===== src/design/itac_pkg.sv =====
// ----------------------------------------------------------------------------
// itac_pkg
// Shared types, constants and helpers of the integer to ASCII converter.
// ----------------------------------------------------------------------------
package itac_pkg;

  localparam int unsigned BinWidth  = 64;  // width of the value to convert
  localparam int unsigned NumCells  = 20;  // digit cells: 2^64 needs 20 decimal digits
  localparam int unsigned DigWidth  = 4;   // one BCD or hex digit per cell
  localparam int unsigned CharWidth = 7;

  localparam logic [1:0] ModeSigned   = 2'd0;
  localparam logic [1:0] ModeUnsigned = 2'd1;
  localparam logic [1:0] ModeHex      = 2'd2;

  localparam logic [CharWidth-1:0] CharMinus = 7'h2d;
  localparam logic [CharWidth-1:0] CharZero  = 7'h30;
  localparam logic [CharWidth-1:0] CharLowA  = 7'h61;

  // input word
  typedef struct packed {
    logic [1:0]          mode;
    logic [BinWidth-1:0] value;
  } in_t;

  // output word
  typedef struct packed {
    logic [CharWidth-1:0] ascii_char;
    logic                 last_char;
  } out_t;

  // control shared by every cell of the chain
  typedef struct packed {
    logic clear;        // zero the digit
    logic shift_bit;    // take one binary bit from below (with add-3 in decimal)
    logic shift_digit;  // take the whole digit from below
    logic dec;          // decimal correction on
  } cell_ctrl_t;

  function automatic logic [CharWidth-1:0] digit_char(input logic [DigWidth-1:0] dig);
    logic [CharWidth-1:0] res;
    if (dig < 4'd10) begin
      res = CharZero + CharWidth'(dig);
    end else begin
      res = CharLowA + CharWidth'(dig - 4'd10);
    end
    return res;
  endfunction

endpackage


===== src/design/itac_cell.sv =====
// ----------------------------------------------------------------------------
// itac_cell
// One digit of the conversion chain: add-3 and shift, or pass the digit on.
// ----------------------------------------------------------------------------
module itac_cell (
  input  logic                              clk_i,
  input  logic                              rst_ni,
  input  itac_pkg::cell_ctrl_t              ctrl_i,
  input  logic                              bit_i,
  input  logic [itac_pkg::DigWidth-1:0]     digit_i,
  output logic                              bit_o,
  output logic [itac_pkg::DigWidth-1:0]     digit_o
);
  import itac_pkg::*;

  logic [DigWidth-1:0] dig_q, dig_d;
  logic [DigWidth-1:0] adj;

  // in decimal mode, correct before the shift so the digit never passes nine
  always_comb begin
    adj = dig_q;
    if (ctrl_i.dec && (dig_q >= 4'd5)) begin
      adj = dig_q + 4'd3;
    end
  end

  always_comb begin
    dig_d = dig_q;
    if (ctrl_i.clear) begin
      dig_d = '0;
    end else if (ctrl_i.shift_bit) begin
      dig_d = {adj[DigWidth-2:0], bit_i};
    end else if (ctrl_i.shift_digit) begin
      dig_d = digit_i;
    end
  end

  always_ff @(posedge clk_i or negedge rst_ni) begin
    if (!rst_ni) begin
      dig_q <= '0;
    end else begin
      dig_q <= dig_d;
    end
  end

  assign bit_o   = adj[DigWidth-1];
  assign digit_o = dig_q;

endmodule


===== src/design/integer_to_ascii_converter.sv =====
// ----------------------------------------------------------------------------
// integer_to_ascii_converter
// Turns a 64-bit value into ASCII text in signed decimal, unsigned decimal
// or lowercase hex, one character per output word, most significant first.
// ----------------------------------------------------------------------------
// Use: drive data_i and raise start; the word is taken at a clock edge where
// start is high and busy is low. busy then stays high until the last
// character has been issued. Characters leave on result_o, each valid for
// exactly one cycle with result_valid_o high; the receiver cannot stall, so
// it must take every character in the cycle it is shown. last_char marks the
// final character; no terminator follows.
// Operation: the input bits are shifted, one input bit per cycle, through a
// row of 20 digit cells, with add-3 correction in the decimal modes; then
// the minus sign is issued when there is one; then the digits are shifted
// out of the top cell, leading zeros being dropped silently. busy stays high
// through the bit-serial conversion and the digit-serial read-out of the
// chain. The next word may be started in the cycle the last character is
// shown; a new word is not taken while one is still being converted.
// Reset: asynchronous, active low; returns to idle and drops any conversion
// in flight. Nothing is kept from one word to the next.
// ----------------------------------------------------------------------------
module integer_to_ascii_converter (
  input  logic           clk_i,
  input  logic           rst_ni,
  input  logic           start,
  output logic           busy,
  input  itac_pkg::in_t  data_i,
  output itac_pkg::out_t result_o,
  output logic           result_valid_o
);
  import itac_pkg::*;

  localparam int unsigned CntWidth = $clog2(BinWidth);
  localparam int unsigned IdxWidth = $clog2(NumCells);
  localparam logic [CntWidth-1:0] CntLast = CntWidth'(BinWidth - 1);
  localparam logic [IdxWidth-1:0] IdxTop  = IdxWidth'(NumCells - 1);

  typedef enum logic [1:0] {
    StIdle,
    StConv,
    StSign,
    StEmit
  } state_e;

  state_e               state_q;
  logic [BinWidth-1:0]  bin_q;
  logic [CntWidth-1:0]  cnt_q;
  logic [IdxWidth-1:0]  idx_q;
  logic                 neg_q;
  logic                 dec_q;
  logic                 started_q;
  out_t                 result_q;
  logic                 valid_q;

  logic                 accept;
  logic                 in_neg;
  cell_ctrl_t           ctrl;
  logic [NumCells:0]    bit_chain;
  logic [DigWidth-1:0]  dig_chain [NumCells+1];
  logic [DigWidth-1:0]  top_dig;
  logic                 show_dig;

  assign accept = start && (state_q == StIdle);
  assign in_neg = (data_i.mode == ModeSigned) && data_i.value[BinWidth-1];

  // one control word drives every cell
  always_comb begin
    ctrl.clear       = accept;
    ctrl.shift_bit   = (state_q == StConv);
    ctrl.shift_digit = (state_q == StEmit);
    ctrl.dec         = dec_q;
  end

  // feed the binary value in at the bottom, read digits out at the top
  assign bit_chain[0] = bin_q[BinWidth-1];
  assign dig_chain[0] = '0;

  for (genvar g = 0; g < NumCells; g++) begin : g_cell
    itac_cell u_cell (
      .clk_i   (clk_i),
      .rst_ni  (rst_ni),
      .ctrl_i  (ctrl),
      .bit_i   (bit_chain[g]),
      .digit_i (dig_chain[g]),
      .bit_o   (bit_chain[g+1]),
      .digit_o (dig_chain[g+1])
    );
  end

  assign top_dig = dig_chain[NumCells];
  // drop leading zeros, but always show the units digit
  assign show_dig = started_q || (top_dig != '0) || (idx_q == '0);

  always_ff @(posedge clk_i or negedge rst_ni) begin
    if (!rst_ni) begin
      state_q   <= StIdle;
      bin_q     <= '0;
      cnt_q     <= '0;
      idx_q     <= '0;
      neg_q     <= 1'b0;
      dec_q     <= 1'b0;
      started_q <= 1'b0;
      result_q  <= '0;
      valid_q   <= 1'b0;
    end else begin
      valid_q <= 1'b0;
      case (state_q)
        StIdle: begin
          if (accept) begin
            // take the magnitude; the most negative value wraps to 2^63
            bin_q   <= in_neg ? (BinWidth'(0) - data_i.value) : data_i.value;
            neg_q   <= in_neg;
            dec_q   <= (data_i.mode != ModeHex);
            cnt_q   <= '0;
            state_q <= StConv;
          end
        end
        StConv: begin
          bin_q <= {bin_q[BinWidth-2:0], 1'b0};
          cnt_q <= cnt_q + 1'b1;
          if (cnt_q == CntLast) begin
            idx_q     <= IdxTop;
            started_q <= 1'b0;
            state_q   <= neg_q ? StSign : StEmit;
          end
        end
        StSign: begin
          result_q.ascii_char <= CharMinus;
          result_q.last_char  <= 1'b0;
          valid_q             <= 1'b1;
          state_q             <= StEmit;
        end
        StEmit: begin
          if (show_dig) begin
            result_q.ascii_char <= digit_char(top_dig);
            result_q.last_char  <= (idx_q == '0);
            valid_q             <= 1'b1;
            started_q           <= 1'b1;
          end
          if (idx_q == '0) begin
            state_q <= StIdle;
          end else begin
            idx_q <= idx_q - 1'b1;
          end
        end
        default: begin
          state_q <= StIdle;
        end
      endcase
    end
  end

  assign busy           = (state_q != StIdle);
  assign result_o       = result_q;
  assign result_valid_o = valid_q;

endmodule

===== config.mk =====
export PLATFORM = sky130hd
export DESIGN_NAME = integer_to_ascii_converter
export DESIGN_NICKNAME = d
export VERILOG_FILES = /design/src/design/itac_pkg.sv /design/src/design/itac_cell.sv /design/src/design/integer_to_ascii_converter.sv
export SDC_FILE = /design/constraint.sdc
export NUM_CORES = 1
export LEC_CHECK = 0
export BUFFER_PORTS_ARGS = -buffer_cell sky130_fd_sc_hd__buf_4
export CORE_MARGIN = 2
export CORE_UTILIZATION = 67
export DETAILED_ROUTE_END_ITERATION = 10
export PLACE_DENSITY = 0.85
export RECOVER_POWER = 50
export SKIP_LAST_GASP = 1
export SLEW_MARGIN = 5
export SYNTH_ARGS = -nofsm -noshare
export SYNTH_HDL_FRONTEND = slang
export SYNTH_SLANG_ARGS = --single-unit

===== constraint.sdc =====
create_clock -name clk_i -period 4.9 [get_ports clk_i]
set_input_delay 0.98 -clock clk_i [delete_from_list [all_inputs] [get_ports clk_i]]
set_output_delay 0.98 -clock clk_i [all_outputs]
set_load 0.01 [all_outputs]

* Word level (Yosys, flattened, before mapping)
Index checks and enable logic that the tools add are counted.
Word-level totals: register bits 169, logic and storage cells 227, output and inout port bits 10, bits of input ports 69
Cells by class: reductions and logical operators 39, eq/ne operators 10, add/subtract/negate cells 26, magnitude comparators 21, mux-type cells 101
Operators by type and width (number):
- $mux 4 | 79
- $mux 64 | 2
- $pmux 64 s2 | 1
- $ge 4x3->1 const B | 20
- $add 4x2->4 const B | 19
- $sub 1x64->64 const A | 1
- $logic_and 1x1->1 | 22
- $pmux 8 s2 | 1
- $pmux 6 s2 | 1
- $mux 5 | 2
- $pmux 5 s2 | 1
- $reduce_and 3->1 | 3
- $mux 8 | 1
- $pmux 2 s4 | 1
- $reduce_bool 2->1 | 4
- $add 6x4->7 const A | 1
- $add 6x5->7 const A | 1
- $mux 7 | 1
- $add 6x1->6 const B | 1
- $eq 6x6->1 const B | 1
- $mux 2 | 3
- $mux 6 | 1
- $ne 2x1->1 const B | 3
- $ne 2x2->1 const B | 3
- 15 further kinds | 24

* Longest topological paths before layout
depth after elaboration 5, mapped depth 9, mapped depth without buffers 9

* Cells and area by module
From an unflattened synthesis, not the netlist that was laid out.
Unflattened totals: cell total of the unflattened synthesis 1398, area, all modules 12384.4 µm²
By module, submodules not included:
- itac_cell | cells each 35, instances 20, area an instance 322.8 µm², sequential area each 100.1 µm²
- integer_to_ascii_converter | cells each 698, instances 1, area an instance 5928.2 µm², sequential area each 2227.1 µm²

* Worst setup path before layout
Ideal clock, no wire load.
path kind input to register, from input port data_i[22] (netlist name), to register bin_q[56], arrival 2.872 ns, path buffers 0, setup time 0.142 ns, required time 4.758 ns, setup slack 1.885 ns, cell stages on the path 6, cell sequence or4_4 > or4_4 > nor4_4 > a311oi_1 > a41oi_1 > o221ai_1
Between the ends: longest elaborated chain between the ends 4
RTL lines:
- start, declared | line integer_to_ascii_converter.sv:27 | input itac_pkg::in_t data_i,
- $sub 1x64->64 | line integer_to_ascii_converter.sv:111 | bin_q <= in_neg ? (BinWidth'(0) - data_i.value) : data_i.value;
- $mux 64 | line integer_to_ascii_converter.sv:111
- $mux 64 | line integer_to_ascii_converter.sv:109 | if (accept) begin
- $pmux 64 s2 | line integer_to_ascii_converter.sv:107 | case (state_q)
- end signal, assigned | line integer_to_ascii_converter.sv:111
- end signal, assigned | line integer_to_ascii_converter.sv:119 | bin_q <= {bin_q[BinWidth-2:0], 1'b0};
- end, declared | line integer_to_ascii_converter.sv:46 | logic [BinWidth-1:0] bin_q;
Every way passes these cells. The select of a mux whose other input is x is not followed. A chain may end at the register's enable or synchronous reset.

==> impl_metrics.csv <==
group,metric,value,unit
worst_setup_path,critPathMaxStageDelay,1.78,ns
routing,routedWlPerCell,17.2,um
job,cap_violations,1,
logic_synthesis,synthesis.instances,1370,
worst_setup_path,critPathSlowestCell,"clkbuf_2",
layout,area_growth,10.6,%
floorplan,die_area,0.0182,mm2
clock_network,numCtsBuffers,17,
worst_setup_path,arrival,3.85,ns
logic_synthesis,ys_ff_latch,169,
logic_synthesis,async_reset_ff_frac,1.00,
pwr,power.total,8.60,mW
worst_setup_path,r2r-start,"state_q[1]$_DFFE_PN0P_",
floorplan,core-area,0.0167,mm2
clock_network,htree_levels,4,
logic_synthesis,syn_avg_cell_area,8.40,um2
placement,port_buffers,78,
floorplan,ios,79,
sta,min_period,3.41,ns
clock_network,clkTransAtPathRegs,0.06,ns
grt,grt_max_degree,123,
clock_network,tritoncts,"yes",
worst_setup_path,crit_type,"in2async",
logic_synthesis,yosysMostFrequentCell,"dfrtp_1",
pwr,seqPwrFrac,0.308,
logic_synthesis,yosysTopAreaCellShare,0.368,
status,status,"complete, but fails checks",
logic_synthesis,synth_area,0.0115,mm2
routing,ant_nets,0,
logic_synthesis,ys_warn_count,0,
pwr,netSwitchingFraction,0.448,
floorplan,die_x,135,um
pwr,p_int,4.74,mW
pwr,p_leak,5.33,nW
routing,drtPass1Iterations,6,
sta,worst_pin_slew,2.63,ns
worst_setup_path,critical_path_buf_inv_count,2,
worst_setup_path,crit_path_frequent_cell,"clkbuf_2",
layout,layout.nets,1512,
logic_synthesis,seq_area_frac_synth,0.368,
worst_setup_path,crit_path_end_kind,"asynchronous set/reset pin",
pwr,pwr_density_cell,675,mW/mm2
status,violations,"capacitance limit, slew limit",
placement,gp_congestion,0.881,
sta,finalSetupViolCount,0,
routing,drtIter0Drc,860,
routing,drc,0,
worst_setup_path,crit_fanout,103,
sta,fin_skew,0.00721,ns
worst_hold_path,min_from,"bin_q[0]$_DFFE_PN0P_",
clock_network,cts_resized,0,
clock_network,ctsLongestPathBuffers,2,
placement,dp_hpwl,17600,um
sta,period_share,0.696,
logic_synthesis,synth_fp_nets,1491,
sta,relSlewSlack,-0.755,
logic_synthesis,synth-edff-count,0,
pwr,clock_power_share,0.157,
sta,timing.fmax,293,MHz
grt,grt_pass1_vias,9888,
routing,wl,27900,um
floorplan,die_h,135,um
sta,rsz0062_at_grt,"false",
worst_setup_path,cp_top_family,"buffers and inverters",
logic_synthesis,synthTopCellsByArea,"dfrtp_1 (37%), xnor2_1 (6.2%), ha_1 (5.7%), a211oi_1 (5.1%), o21ai_0 (4.7%)",
clock_network,clock_latency,0.43,ns
sta,slew_viol_final,104,
worst_setup_path,regToRegSetupSlack,1.61,ns
pwr,p_comb_frac,0.535,
worst_hold_path,hold_path_end,"bin_q[0]$_DFFE_PN0P_",
worst_hold_path,whs_path_depth,2,
floorplan,rows,47,
logic_synthesis,yosys.area.top_type,"dfrtp_1",
layout,final_layout_size_suffix_gt1_frac,0.0954,
grt,grtUsageTotal,0.310,
logic_synthesis,synth_cell_types,54,
routing,vias,10400,
worst_setup_path,worstPathRequired,5.34,ns
pwr,ir_worst_vdd,0.464,mV
sta,finalSetupTns,0,ns
clock_network,ctsHoldBuffers,0,
routing,viasPerCell,6.38,
worst_setup_path,reg2reg_depth,7,
logic_synthesis,synth_flop_cell,"dfrtp_1",
pwr,switching_power,3.85,mW
sta,finalHoldViolCount,0,
grt,grt_first_pass_wirelength,46400,um
floorplan,start_util,0.689,
grt,antenna_found_initial,0,
clock_network,cts_sinks,169,
layout,num_antenna_cells,0,
logic_synthesis,yosys-top-cells-count,"dfrtp_1 (169), nand2_1 (123), o21ai_0 (107)",
worst_hold_path,worst_hold_path_type,"reg2reg",
worst_setup_path,r2r-end,"bin_q[23]$_DFFE_PN0P_",
worst_setup_path,path_cells,"clkbuf_2, clkbuf_2",
worst_setup_path,worst_setup_path_start_kind,"input port",
grt,overflow,0,
clock_network,root_buffer,"clkbuf_16",
clock_network,postCtsSetupRepairBufs,0,
layout,n_fill_cell,1254,
## worst max path at each step
stage	startpoint	to	slack, ns	cells past startpoint
after floorplan	data_i[22]	bin_q[56]$_DFFE_PN0P_	1.89	6
final	rst_ni	bin_q[20]$_DFFE_PN0P_	1.49	2
after detailed placement	data_i[6]	bin_q[54]$_DFFE_PN0P_	1.39	7
after global placement	data_i[8]	bin_q[54]$_DFFE_PN0P_	1.46	7
after CTS	state_q[1]$_DFFE_PN0P_	bin_q[23]$_DFFE_PN0P_	1.69	7
after global routing	rst_ni	bin_q[20]$_DFFE_PN0P_	0.91	2
## logic make-up (layout without fill, tap and decap cells)
family / after synthesis / after routing / share of synthesized area
compound gates: 443 / 443 / 0.249
simple gates: 421 / 421 / 0.183
buf+inv: 172 / 206 / 0.0564
flops: 169 / 169 / 0.368
xor+xnor: 96 / 96 / 0.0731
fa+ha+maj: 52 / 52 / 0.0565
mux: 17 / 17 / 0.0150
## metrics by stage
step           area, um2  worst slack (ns)  cells   util  hold WS [ns]
3_3_place_gp       12200              1.46   1592  0.729         0.457
2_1_floorplan      11500              1.89   1370      -         0.443
4_1_cts            12800              1.69   1624  0.765         0.475
6_report           12700              1.49   1624  0.762         0.471
5_1_grt            12700             0.908   1624  0.762         0.494
3_5_place_dp       12200              1.39   1592  0.729         0.461
## sequential cells by signal, summed over array words and instances (netlist names)
register and cells:
result_valid_o 1, state_q 2, g_cell.u_cell.digit_o 80, dec_q 1, idx_q 5, result_o 8
started_q 1, neg_q 1, bin_q 64, cnt_q 6
## metal layers
metal / up-vias / global-route usage / share of wire
li1: 4957 / - / -
met1: 4963 / 0.423 / 0.44
met2: 379 / 0.507 / 0.48
met3: 59 / 0.0477 / 0.058
met4: 0 / 0.109 / 0.020
met5: - / 0 / 0
## placed cells by master (no fill, tap or decap), types with 5 or more instances in the layout
cell type,netlist,layout
o22ai_1,11,11
nand2_1,123,123
nand3_1,31,31
mux2i_1,15,15
o31ai_1,12,12
or3_1,27,27
a22oi_1,8,8
nor4_1,7,7
a211oi_1,78,78
clkbuf_1,74,11
inv_1,81,81
xor2_1,15,15
nor2b_1,22,22
nand2b_1,19,19
o21ai_1,13,12
and3_1,28,28
ha_1,52,50
nor2_1,87,87
o211a_1,36,36
buf_4,0,81
nor3_1,45,44
a31oi_1,26,26
o221ai_1,5,5
xnor2_1,81,81
o211ai_1,41,41
a21oi_1,93,93
dfrtp_1,169,169
o21ai_0,107,107
clkbuf_16,0,17
## final cells by class
class                           instances  area (um2)  area share
Clock inverter                          7        90.1     0.00708
Timing Repair Buffer                   91         649      0.0510
Inverter                               83         313      0.0246
Clock buffer                           25         495      0.0389
Sequential cell                       169        4230       0.332
Multi-Input combinational cell       1029        6680       0.525
Tap cell                              220         275      0.0216
## power groups by stage
stage                     sequential (mW)  combinational, mW  clock, mW
after detailed placement             2.65               4.51          0
after floorplan                      2.50               3.58          0
after global routing                 2.73               5.14       1.42
after CTS                            2.64               4.58       1.36
after global placement               2.63               4.34          0
final                                2.65               4.60       1.35
Power figures use the tool's default switching activity.
